$ cat config.mk
export PLATFORM = sky130hd
export DESIGN_NAME = cpc_cost
export DESIGN_NICKNAME = d
export VERILOG_FILES = /design/src/design/cpc_pkg.sv /design/src/design/cpc_cost.sv
export SDC_FILE = /design/constraint.sdc
export NUM_CORES = 2
export LEC_CHECK = 0
export BUFFER_PORTS_ARGS = -buffer_cell sky130_fd_sc_hd__buf_4
export CORE_MARGIN = 3
export CORE_UTILIZATION = 62
export DETAILED_ROUTE_END_ITERATION = 6
export GPL_ROUTABILITY_DRIVEN = 0
export PLACE_DENSITY = 0.82
export SYNTH_ARGS = -nofsm -noshare
export SYNTH_HDL_FRONTEND = slang
export SYNTH_SLANG_ARGS = --single-unit
$ cat constraint.sdc
create_clock -name i_clk -period 7.1 [get_ports i_clk]
set_input_delay 1.42 -clock i_clk [delete_from_list [all_inputs] [get_ports i_clk]]
set_output_delay 1.42 -clock i_clk [all_outputs]
set_load 0.03 [all_outputs]
$ cat src/design/cpc_pkg.sv
// Shared types, codes and constants of the circle placement cost block.
package cpc_pkg;

    localparam int DEF_MAX_CIRCLES = 256;
    localparam int DEF_COORD_BITS  = 16;

    localparam int OPC_W      = 2;
    localparam int COORD_W    = 16;
    localparam int RAD_W      = 15;
    localparam int COST_W     = 26;
    localparam int CFG_ADDR_W = 3;
    localparam int CFG_DATA_W = 16;

    localparam logic [COST_W-1:0] COST_MAX     = 26'd67108863;
    localparam logic [COST_W-1:0] COLLIDE_COST = 26'd1280000;

    localparam logic [COORD_W-1:0] RST_BOX_LEFT   = 16'd0;
    localparam logic [COORD_W-1:0] RST_BOX_RIGHT  = 16'd65535;
    localparam logic [COORD_W-1:0] RST_BOX_BOTTOM = 16'd0;
    localparam logic [COORD_W-1:0] RST_BOX_TOP    = 16'd65535;
    localparam logic [RAD_W-1:0]   RST_RADIUS     = 15'd1;

    typedef enum logic [OPC_W-1:0] {
        OP_CLEAR = 2'd0,
        OP_ADD   = 2'd1,
        OP_EVAL  = 2'd2,
        OP_NOP   = 2'd3
    } t_opcode;

    typedef enum logic [CFG_ADDR_W-1:0] {
        CFG_BOX_LEFT      = 3'd0,
        CFG_BOX_RIGHT     = 3'd1,
        CFG_BOX_BOTTOM    = 3'd2,
        CFG_BOX_TOP       = 3'd3,
        CFG_TESTED_RADIUS = 3'd4
    } t_cfg_addr;

    typedef enum logic [2:0] {
        S_IDLE,
        S_MAP,
        S_SCAN,
        S_COST,
        S_DONE
    } t_state;

    typedef enum logic [2:0] {
        C_IDLE,
        C_SQR,
        C_SUM,
        C_ROOT,
        C_ROUND
    } t_cost_state;

    // Requests from the sequencer to the circle table
    typedef struct packed {
        logic clr;
        logic add;
        logic scan;
    } t_tbl_req;

    // Status of the circle table
    typedef struct packed {
        logic full;
        logic done;
        logic hit;
    } t_tbl_sts;

endpackage

$ cat src/design/cpc_cost.sv
// Distance cost to the box's bottom middle plus center y, with an iterative square root.
module cpc_cost #(
    parameter int COORD_BITS = cpc_pkg::DEF_COORD_BITS
) (
    input  logic                          i_clk,
    input  logic                          i_rst_n,
    input  logic                          i_start,
    input  logic [COORD_BITS-1:0]         i_x0,
    input  logic [COORD_BITS-1:0]         i_y0,
    input  logic [cpc_pkg::COORD_W-1:0]   i_box_left,
    input  logic [cpc_pkg::COORD_W-1:0]   i_box_right,
    input  logic [cpc_pkg::COORD_W-1:0]   i_box_bottom,
    output logic                          o_done,
    output logic [cpc_pkg::COST_W-1:0]    o_cost
);
    import cpc_pkg::*;

    localparam int XW   = (COORD_BITS > COORD_W) ? COORD_BITS : COORD_W;
    localparam int DW   = XW + 2;
    localparam int SQW  = 2 * DW;
    localparam int D2W  = (SQW + 1 > 41) ? SQW + 1 : 41;
    localparam int VW   = 57;
    localparam int SUMW = 34;
    localparam logic [D2W-1:0] D2_LIM  = D2W'(64'd1 << 40);
    localparam logic [VW-1:0]  BIT_TOP = VW'(64'd1 << 56);

    t_cost_state r_state, n_state;

    logic signed [DW-1:0]     r_dx, r_dy;
    logic [SQW-1:0]           r_dx2, r_dy2;
    logic                     r_sat, r_done;
    logic [VW-1:0]            r_rem, r_root, r_bit;
    logic [COORD_BITS-1:0]    r_y0;
    logic [COST_W-1:0]        r_cost;

    logic                     do_sqr, do_sum, do_root, do_round;
    logic [COORD_W:0]         xsum;
    logic [COORD_W-1:0]       xm;
    logic signed [SQW-1:0]    px, py;
    logic [D2W-1:0]           d2;
    logic [VW-1:0]            trial, s;
    logic [SUMW-1:0]          total;

    assign xsum  = {1'b0, i_box_left} + {1'b0, i_box_right};
    assign xm    = xsum[COORD_W:1];
    assign px    = r_dx * r_dx;
    assign py    = r_dy * r_dy;
    assign d2    = D2W'(r_dx2) + D2W'(r_dy2);
    assign trial = r_root + r_bit;
    assign s     = r_root + VW'(r_rem > r_root);
    assign total = SUMW'(s) + (SUMW'(r_y0) << 8);

    always_comb begin
        n_state = r_state;
        unique case (r_state)
            C_IDLE:  if (i_start) n_state = C_SQR;
            C_SQR:   n_state = C_SUM;
            C_SUM:   n_state = C_ROOT;
            C_ROOT:  if (r_bit[0]) n_state = C_ROUND;
            C_ROUND: n_state = C_IDLE;
            default: n_state = C_IDLE;
        endcase
    end

    always_comb begin
        do_sqr   = 1'b0;
        do_sum   = 1'b0;
        do_root  = 1'b0;
        do_round = 1'b0;
        unique case (r_state)
            C_SQR:   do_sqr   = 1'b1;
            C_SUM:   do_sum   = 1'b1;
            C_ROOT:  do_root  = 1'b1;
            C_ROUND: do_round = 1'b1;
            default: ;
        endcase
    end

    always_ff @(posedge i_clk) begin
        if (!i_rst_n) begin
            r_state <= C_IDLE;
            r_done  <= 1'b0;
        end else begin
            r_state <= n_state;
            r_done  <= do_round;
        end
    end

    always_ff @(posedge i_clk) begin
        if (i_start) begin
            r_dx <= $signed({{(DW-COORD_BITS){1'b0}}, i_x0}) - $signed({{(DW-COORD_W){1'b0}}, xm});
            r_dy <= $signed({{(DW-COORD_BITS){1'b0}}, i_y0})
                  - $signed({{(DW-COORD_W){1'b0}}, i_box_bottom});
            r_y0 <= i_y0;
        end
        if (do_sqr) begin
            r_dx2 <= $unsigned(px);
            r_dy2 <= $unsigned(py);
        end
        if (do_sum) begin
            r_sat  <= (d2 > D2_LIM);
            r_rem  <= {d2[40:0], 16'b0};
            r_root <= '0;
            r_bit  <= BIT_TOP;
        end
        if (do_root) begin
            // one result bit per step
            if (r_rem >= trial) begin
                r_rem  <= r_rem - trial;
                r_root <= (r_root >> 1) + r_bit;
            end else begin
                r_root <= r_root >> 1;
            end
            r_bit <= r_bit >> 2;
        end
        if (do_round) begin
            if (r_sat || (total > SUMW'(COST_MAX))) begin
                r_cost <= COST_MAX;
            end else begin
                r_cost <= COST_W'(total);
            end
        end
    end

    assign o_done = r_done;
    assign o_cost = r_cost;

endmodule

==> results.toml <==
[status]
run_status = "finished, final reports clean"

[die]
core-area_um2 = 68700
start_util_pct = 62.7
rows = 96
die_x_um = 270
io_pins = 110
dieArea_um2 = 72700
die_h_um = 270

[cells_and_area]
layout_commonest_cell = "inv_1"
fillers = 5382
final_cell_mix = "838 x inv_1, 547 x fa_1, 437 x ha_1"
areaGrowthSynthToFinish_pct = 8.02
diodes = 0
fin_util_pct = 67.8
nNetsFinal = 5924
drive_gt1_share_pct = 6.73

[drt]
dr.pass1.iters = 6
drc = 0
wirelength_um = 107000
via_per_inst = 5.91
initialDrtViolationCount = 2582
final_antenna_net_count = 0
vias = 34399
avgRoutedWirePerCell_um = 18.5

[clock_tree]
clk_latency_ns = 0.58
clk_pin_slew_worst_paths_ns = 0.06
clock_sinks = 289
root_buffer = "clkbuf_16"
numCtsBuffers = 37
htree_levels = 2
cts_tree = "built"
postCtsHoldBufs = 0
cts_buffer_depth = 3

[critical_path]
setup.worst_path.end = "r_dx2[34]"
slowest_stage = "edfxtp_1"
end_kind = "flip-flop"
r2r_cells = 22
crit_path_max_fanout = 11
crit_chain = "and2_1 > fa_1 > inv_1 > fa_1 > fa_1 > inv_1 > fa_1 > fa_1 > inv_1 > fa_1 > inv_1 > ha_1 > o21a_1 > o21ai_0 > a21oi_1 > o21ai_0 > a211oi_1 > nor2_1 > o211ai_1 > a41oi_1 > o21bai_1 > xnor2_1"
setup.worst_path.start_class = "flip-flop"
r2r_slack_ns = 0.33
critPathTopFamily = "adder cells"
cp-startpoint = "r_dx[4]"
path_buf_inv = 4
crit_cells = 22
critPathKind = "flip-flop to flip-flop"
cpMostUsedCell = "fa_1"
worstReg2RegEnd = "r_dx2[34]"
required_ns = 7.41
cp.arrival_ns = 7.07
max_stage_delay_ns = 0.60
r2r_start = "r_dx[4]"

[timing]
slew_headroom_pct = 37.4
fmax_ghz = 0.148
worst_pin_slew_ns = 0.939
min_period_over_period_pct = 95.3
finalSetupViolCount = 0
slew_violations = 0
finalCriticalPeriod_ns = 6.77
skew_ns = 0.0240
finalHoldViolations = 0

[placed_design]
hpwl_um = 86400
io_buffers = 109

[global_route]
grtUsageTotal_pct = 29.5
grt_antenna_before_repair = 1
gr-total-overflow = 0
grt_pass1_vias = 34933
grt_max_degree = 79
grt_pass1_wl_um = 174000

[synth]
ys_types = 93
yosysSeqAreaShare_pct = 18.7
synth.cell_area_um2 = 43100
synth_nets = 5818
synthArstFlopShare_pct = 0
ys_ff_latch = 289
synth_top_flop_cell = "edfxtp_1"
synth_area_per_cell_um2 = 9.08
yosysWarnings = 0
synth_edf_count = 227
syn_inst = 4750

[job]
maxCapViolations = 0

[hold_path]
worstHoldPathType = "flip-flop to flip-flop"
-- synthesized netlist by cell type, drive strengths merged, types with 99 or more instances --
| library cell | count | share of area [%] |
|---|---|---|
| xnor2 | 214 | 4.3 |
| a21oi | 236 | 2.7 |
| inv | 838 | 7.3 |
| nor2 | 270 | 2.4 |
| ha | 437 | 13 |
| nand2 | 395 | 3.4 |
| and2 | 151 | 2.2 |
| fa | 548 | 25 |
| o21ai | 244 | 2.8 |
| clkbuf | 99 | 0.86 |
| edfxtp | 227 | 16 |
| a21o | 125 | 2.2 |
-- worst min-delay path: stages, from the launching register on --
cell and delay, ns:
dfxtp_1 0.31, nand3_1 0.06, o21ai_0 0.07
-- worst min path at each step --
| stage | startpoint | end | slack (ns) | depth (start not counted) |
|---|---|---|---|---|
| CTS | r_rem[0] | r_rem[0] | 0.48 | 2 |
| global placement | r_rem[0] | r_rem[0] | 0.46 | 2 |
| finish | r_rem[0] | r_rem[0] | 0.48 | 2 |
| global route | r_rem[0] | r_rem[0] | 0.51 | 2 |
| floorplan | r_rem[0] | r_rem[0] | 0.44 | 2 |
| detailed placement | r_rem[0] | r_rem[0] | 0.47 | 2 |
-- flip-flops by register name, indices dropped and copies added (netlist names), 3 cells and up --
signal / cells
r_dy: 17
r_state: 3
r_rem: 57
r_bit: 29
r_dx2: 33
o_cost: 26
r_y0: 16
r_dx: 17
r_root: 57
r_dy2: 33
-- metrics by stage --
| step | worst slack [ns] | hold slack, ns | cell area (um^2) | setup TNS (ns) | std cells |
|---|---|---|---|---|---|
| 3_3_place_gp | 0.439 | 0.459 | 45100 | 0 | 5721 |
| 3_5_place_dp | 0.244 | 0.473 | 45100 | 0 | 5721 |
| 5_1_grt | -0.0376 | 0.509 | 46600 | -0.0376 | 5816 |
| 2_1_floorplan | 0.726 | 0.444 | 43100 | 0 | 4750 |
| 4_1_cts | 0.262 | 0.484 | 46400 | 0 | 5789 |
| 6_report | 0.334 | 0.482 | 46600 | 0 | 5816 |
-- timing repair --
item                                    4_1_cts  5_1_grt
setup buffers                                 0       27
resized for setup                             0        3
endpoints found under the setup margin        0        2
-- logic make-up after synthesis --
logic type / share of synthesized area [%]
AND/OR/NAND/NOR: 13.8
adder cells (fa/ha/maj): 38.1
XOR/XNOR: 6.09
buffers and inverters: 8.65
flip-flops: 18.7
multiplexers: 0.218
AO/OA/AOI/OAI: 14.4
-- area by class of cell --
class	count	area [um^2]	share of cell area (%)
Clock buffer	42	966	2.07
Clock inverter	26	250	0.537
Tap cell	931	1160	2.50
Sequential cell	289	8060	17.3
Multi-Input combinational cell	3484	31400	67.4
Inverter	839	3150	6.76
Timing Repair Buffer	205	1610	3.46
-- per-layer routing --
layer | global-route usage (%) | wire length, um | up-vias
met5 | 0 | 13 | -
met4 | 12.8 | 5000 | 2
met3 | 4.16 | 8010 | 320
met2 | 50.3 | 52300 | 1396
met1 | 37.7 | 42200 | 16657
li1 | - | - | 16024
Power is left out: the tool's default activity adds up to more than one toggle a clock period on the data nets, which glitch-free logic cannot reach.
