## src/design/cpc_pkg.sv

```systemverilog
// Shared types, codes and constants of the circle placement cost block.
package cpc_pkg;

    localparam int DEF_MAX_CIRCLES = 256;
    localparam int DEF_COORD_BITS  = 16;

    localparam int OPC_W      = 2;
    localparam int COORD_W    = 16;
    localparam int RAD_W      = 15;
    localparam int COST_W     = 26;
    localparam int CFG_ADDR_W = 3;
    localparam int CFG_DATA_W = 16;

    localparam logic [COST_W-1:0] COST_MAX     = 26'd67108863;
    localparam logic [COST_W-1:0] COLLIDE_COST = 26'd1280000;

    localparam logic [COORD_W-1:0] RST_BOX_LEFT   = 16'd0;
    localparam logic [COORD_W-1:0] RST_BOX_RIGHT  = 16'd65535;
    localparam logic [COORD_W-1:0] RST_BOX_BOTTOM = 16'd0;
    localparam logic [COORD_W-1:0] RST_BOX_TOP    = 16'd65535;
    localparam logic [RAD_W-1:0]   RST_RADIUS     = 15'd1;

    typedef enum logic [OPC_W-1:0] {
        OP_CLEAR = 2'd0,
        OP_ADD   = 2'd1,
        OP_EVAL  = 2'd2,
        OP_NOP   = 2'd3
    } t_opcode;

    typedef enum logic [CFG_ADDR_W-1:0] {
        CFG_BOX_LEFT      = 3'd0,
        CFG_BOX_RIGHT     = 3'd1,
        CFG_BOX_BOTTOM    = 3'd2,
        CFG_BOX_TOP       = 3'd3,
        CFG_TESTED_RADIUS = 3'd4
    } t_cfg_addr;

    typedef enum logic [2:0] {
        S_IDLE,
        S_MAP,
        S_SCAN,
        S_COST,
        S_DONE
    } t_state;

    typedef enum logic [2:0] {
        C_IDLE,
        C_SQR,
        C_SUM,
        C_ROOT,
        C_ROUND
    } t_cost_state;

    // Requests from the sequencer to the circle table
    typedef struct packed {
        logic clr;
        logic add;
        logic scan;
    } t_tbl_req;

    // Status of the circle table
    typedef struct packed {
        logic full;
        logic done;
        logic hit;
    } t_tbl_sts;

endpackage

```

## src/design/cpc_map.sv

```systemverilog
// Maps a Q0.16 candidate position to a pixel center in the shrunk box, saturated to the coordinate range.
module cpc_map #(
    parameter int COORD_BITS = cpc_pkg::DEF_COORD_BITS
) (
    input  logic                          i_clk,
    input  logic                          i_rst_n,
    input  logic                          i_start,
    input  logic [cpc_pkg::COORD_W-1:0]   i_pos_x,
    input  logic [cpc_pkg::COORD_W-1:0]   i_pos_y,
    input  logic [cpc_pkg::COORD_W-1:0]   i_box_left,
    input  logic [cpc_pkg::COORD_W-1:0]   i_box_right,
    input  logic [cpc_pkg::COORD_W-1:0]   i_box_bottom,
    input  logic [cpc_pkg::COORD_W-1:0]   i_box_top,
    input  logic [cpc_pkg::RAD_W-1:0]     i_radius,
    output logic                          o_done,
    output logic [COORD_BITS-1:0]         o_x0,
    output logic [COORD_BITS-1:0]         o_y0
);
    import cpc_pkg::*;

    localparam int LW  = 19;                 // border and span width
    localparam int PW  = 36;                 // product width
    localparam int QW  = PW - 16;            // rounded quotient width
    localparam int CW  = 21;                 // unsaturated center width
    localparam int XW  = (COORD_BITS + 2 > CW) ? COORD_BITS + 2 : CW;
    localparam logic signed [XW-1:0] CMAX = XW'((64'd1 << COORD_BITS) - 64'd1);

    // lane 0 is x, lane 1 is y
    logic [COORD_W-1:0]        lo_src  [2];
    logic [COORD_W-1:0]        hi_src  [2];
    logic [COORD_W-1:0]        pos_src [2];
    logic signed [LW-1:0]      lo_a    [2];
    logic signed [LW-1:0]      hi_a    [2];
    logic signed [PW-1:0]      rnd     [2];
    logic signed [QW-1:0]      q       [2];
    logic signed [CW-1:0]      c       [2];
    logic signed [XW-1:0]      c_ext   [2];

    logic signed [LW-1:0]      r_lo    [2];
    logic signed [LW-1:0]      r_sp    [2];
    logic [COORD_W-1:0]        r_pos   [2];
    logic signed [PW-1:0]      r_pr    [2];
    logic [COORD_BITS-1:0]     r_c     [2];
    logic                      r_v1, r_v2, r_v3;

    assign lo_src[0]  = i_box_left;
    assign lo_src[1]  = i_box_bottom;
    assign hi_src[0]  = i_box_right;
    assign hi_src[1]  = i_box_top;
    assign pos_src[0] = i_pos_x;
    assign pos_src[1] = i_pos_y;

    always_comb begin
        for (int l = 0; l < 2; l++) begin
            lo_a[l]  = $signed({3'b0, lo_src[l]}) + $signed({4'b0, i_radius});
            hi_a[l]  = $signed({3'b0, hi_src[l]}) - $signed({4'b0, i_radius});
            rnd[l]   = r_pr[l] + $signed(PW'(32768));
            q[l]     = rnd[l][PW-1:16];
            c[l]     = CW'(r_lo[l]) + CW'(q[l]);
            c_ext[l] = XW'(c[l]);
        end
    end

    always_ff @(posedge i_clk) begin
        if (!i_rst_n) begin
            r_v1 <= 1'b0;
            r_v2 <= 1'b0;
            r_v3 <= 1'b0;
        end else begin
            r_v1 <= i_start;
            r_v2 <= r_v1;
            r_v3 <= r_v2;
        end
    end

    always_ff @(posedge i_clk) begin
        for (int l = 0; l < 2; l++) begin
            if (i_start) begin
                r_lo[l]  <= lo_a[l];
                r_sp[l]  <= hi_a[l] - lo_a[l];
                r_pos[l] <= pos_src[l];
            end
            if (r_v1) begin
                r_pr[l] <= $signed({1'b0, r_pos[l]}) * r_sp[l];
            end
            if (r_v2) begin
                // saturate the center into the coordinate range
                if (c_ext[l] < 0) begin
                    r_c[l] <= '0;
                end else if (c_ext[l] > CMAX) begin
                    r_c[l] <= COORD_BITS'(CMAX);
                end else begin
                    r_c[l] <= COORD_BITS'(c_ext[l]);
                end
            end
        end
    end

    assign o_done = r_v3;
    assign o_x0   = r_c[0];
    assign o_y0   = r_c[1];

endmodule

```

## config.mk

```make
export PLATFORM = sky130hd
export DESIGN_NAME = cpc_map
export DESIGN_NICKNAME = d
export VERILOG_FILES = /design/src/design/cpc_pkg.sv /design/src/design/cpc_map.sv
export SDC_FILE = /design/constraint.sdc
export NUM_CORES = 2
export LEC_CHECK = 0
export BUFFER_PORTS_ARGS = -buffer_cell sky130_fd_sc_hd__buf_2
export CORE_MARGIN = 2
export CORE_UTILIZATION = 40
export CTS_CLUSTER_DIAMETER = 100
export CTS_CLUSTER_SIZE = 24
export DETAILED_ROUTE_END_ITERATION = 6
export PLACE_DENSITY_LB_ADDON = 0.08
export SLEW_MARGIN = 25
export SYNTH_ARGS = -nofsm -noshare
export SYNTH_HDL_FRONTEND = slang
export SYNTH_SLANG_ARGS = --single-unit
```

## constraint.sdc

```tcl
create_clock -name i_clk -period 15.7 [get_ports i_clk]
set_input_delay 0.785 -clock i_clk [delete_from_list [all_inputs] [get_ports i_clk]]
set_output_delay 0.785 -clock i_clk [all_outputs]
set_load 0.02 [all_outputs]
```

==> summary.txt <==
Clocking
  – H-tree Lvls: 4
  – Worst skew pair latency: approximately 0.50 ns
  – Max Buffers Root-to-Sink: 2
  – Root Driver: clkbuf_16
  – Clk slew on worst S/H paths: 0.08 ns
  – TritonCTS buffer count: 17
  – Hold Buf Count CTS: 0
  – Post-CTS setup buffers: 0
  – CTS sink count: 181
  – CTS tree: built
  – Post-CTS sizing: 0

Floorplan
  – Die Wd: between 200 and 300 um
  – Initial Util: about two fifths
  – Die footprint: roughly 88,000 um2
  – Rows: 107
  – IO Count: roughly 150
  – Core Box Area: 85,150 um2
  – Vert. Die Dim: between 200 and 300 um

Drt
  – Routed wire length: around 91,000 um
  – Wire length on met1: 47,490 um
  – Met3 wire len: between 5000 and 6000 um
  – TritonRoute pass-1 iters: 5
  – DRC viols: 0
  – DR iter-0 viols: approximately 1,300
  – DR WL/cell: between 15 and 20 um
  – Total number of vias: 23,910
  – Top sig layer: met5
  – Antenna-violating nets left: 0
  – Drt via density: a little under 5
  – Metal2 WL: around 37,000 um

Logic synthesis
  – Synthesized area: 34,320 um2
  – Main combinational cell family by area after synthesis: adder cells
  – Compound-cell area share of the yosys netlist: 7.708%
  – Syn avg cell area: 9.464 um2
  – Net Count, Synth: 4,668
  – Post-Synth Adder-Cell Area: 47.35%
  – XOR/XNOR Fraction of Synth Area: under 10%
  – Synth Area in Simple Gates: approximately 14%
  – Number of synthesis warnings: 0
  – EDFF count, synth: 178
  – Gate Count Post-Synth: around 3,600
  – Main flop type after synthesis: edfxtp_1
  – Yosys cell types: 76
  – Yosys reg bits: ~180
  – Synth async-reset ratio: 0%
  – Multiplexer share of the synthesized area: 0.1203%
  – Sequential element share of the synthesized area: between 10% and 20%

Place
  – Detailed Place HPWL: about 74,000 um
  – Number of port buffers: about 150
  – Dpl ws: between 8 and 9 ns
  – GPL Wtd Cong: between 0.8 and 0.9

STA
  – Setup Skew: ~0.017 ns
  – Actual slew at the worst max-slew pin: ~1.1 ns
  – TNS Setup: 0 ns
  – Final min period: approximately 7.4 ns
  – Fmax: between 100 and 150 MHz
  – RSZ-0062 raised after global routing: false
  – Max-slew violations: 0
  – Slew margin rel.: between 20 and 30%
  – Final setup margin: around 8.3 ns
  – Fin crit share: between 40 and 50%
  – Final Hold Vio Count: 0
  – # setup viols final: 0

Outcome
  – Status: finished clean

Setup path
  – Critical path type: flip-flop to flip-flop
  – CP required: between 15 and 20 ns
  – R2r startpoint: r_pos[0][2]
  – Crit start category: flip-flop
  – Crit-path max FO: 19
  – Critical Path Start: r_pos[0][2]
  – Data arrival, critical path: about 7.7 ns
  – Critical path capture point type: flip-flop

Global routing
  – First-pass GRT wire length: 148,200 um
  – All-Layer GR Usage: 21.76%
  – Initial antenna violation count: 3
  – Gr ovfl total: 0
  – Vias in the first global route: 25,160
  – Largest net degree at the start of global routing: 63

Cells and area
  – Most common cell after layout, fill and taps aside: inv_1
  – Layout Nets: approximately 4,800
  – Area of the multi-input gates: about 25,000 um2
  – Layout cells sized above 1: a little over 6%
  – Area grow syn2layout: 7.281%
  – Fill cell count: 8,462
  – Most frequent cells in the layout: inv_1 (811), fa_1 (618), nand2_1 (437), ha_1 (310), and2_1 (240)
  – Reg area: approximately 5400 um2

Worst hold path
  – Hold Path Origin: i_pos_x[15]
  – Hold Crit Class: input pin to flip-flop

Job
  – Max Cap Violations: 0
## per-layer routing
| metal | up-vias | global-route usage (%) |
|---|---|---|
| li1 | 11410 | - |
| met5 | - | 0 |
| met1 | 11800 | 34.67 |
| met2 | 626 | 30.41 |
| met4 | 2 | 4.149 |
| met3 | 67 | 4.169 |
## cell usage after synthesis, drive strengths merged (27+ instances only)
cell type,instances,area [um2]
nor3,44,220.2
ha,310,3879
fa,618,12370
xor2,70,613.1
edfxtp,178,5345
and3,27,168.9
a21o,57,427.9
xnor2,120,1059
clkbuf,92,345.3
nand3,46,230.2
nand2,438,1647
and2,240,1501
nor2,112,422.9
o21ai,75,375.4
a21oi,130,650.6
inv,811,3044
o21a,32,240.2
## final timing paths
| check | to | slack [ns] | cells after the start |
|---|---|---|---|
| setup reg to reg | r_pr[0][32] | 8.28 | 20 |
| setup / recovery | r_pr[0][32] | 8.28 | 20 |
| hold / removal | r_pos[0][15] | 0.45 | 1 |
| hold reg to reg | r_c[1][0] | 0.71 | 2 |
## kinds of logic after synthesis
kind of cell	count (synthesis)
AO/OA/AOI/OAI	409
XOR/XNOR	190
adder cells (fa/ha/maj)	928
buffers and inverters	911
flip-flops	181
multiplexers	4
AND/OR/NAND/NOR	1003
## state kept, by name (all words and copies together) (netlist names)
register and flops:
r_pr 42, r_sp 38, r_lo 34, r_c 32, r_pos 32, o_done 1, r_v1 1, r_v2 1
## critical path: stages, from the launching register on
cell,delay (ns)
edfxtp_1,0.85
nand2_1,0.17
fa_1,0.54
fa_1,0.59
fa_1,0.45
fa_1,0.55
inv_1,0.05
fa_1,0.47
inv_1,0.05
fa_1,0.47
inv_1,0.04
ha_1,0.30
a21oi_1,0.15
o21ai_0,0.11
a211oi_1,0.84
a22oi_1,0.33
a31oi_1,0.35
o21ai_0,0.27
a21oi_1,0.32
o21bai_1,0.11
xor2_1,0.16
## stage by stage
| stage | instance area, um2 | hold WS [ns] | std cells | util (%) |
|---|---|---|---|---|
| 3_5_place_dp | 36220 | 0.7009 | 4833 | 42.54 |
| 5_1_grt | 36810 | 0.4195 | 4865 | 43.23 |
| 4_1_cts | 36810 | 0.4019 | 4865 | 43.23 |
| 6_report | 36820 | 0.4520 | 4866 | 43.24 |
| 3_3_place_gp | 36220 | 0.7063 | 4833 | 42.54 |
| 2_1_floorplan | 34320 | 0.5006 | 3626 | - |
## cell type report
class	count	share of cell area, %
flip-flops and latches	181	14.69
clock inverters	14	0.4112
clock buffers	18	1.193
diodes	1	0.006797
well taps	1144	3.888
repair buffers	162	2.318
multi-input cells	2534	69.22
inverters	812	8.279
Power is left out: the tool's default activity adds up to more than one toggle a clock period on the data nets, which glitch-free logic cannot reach.
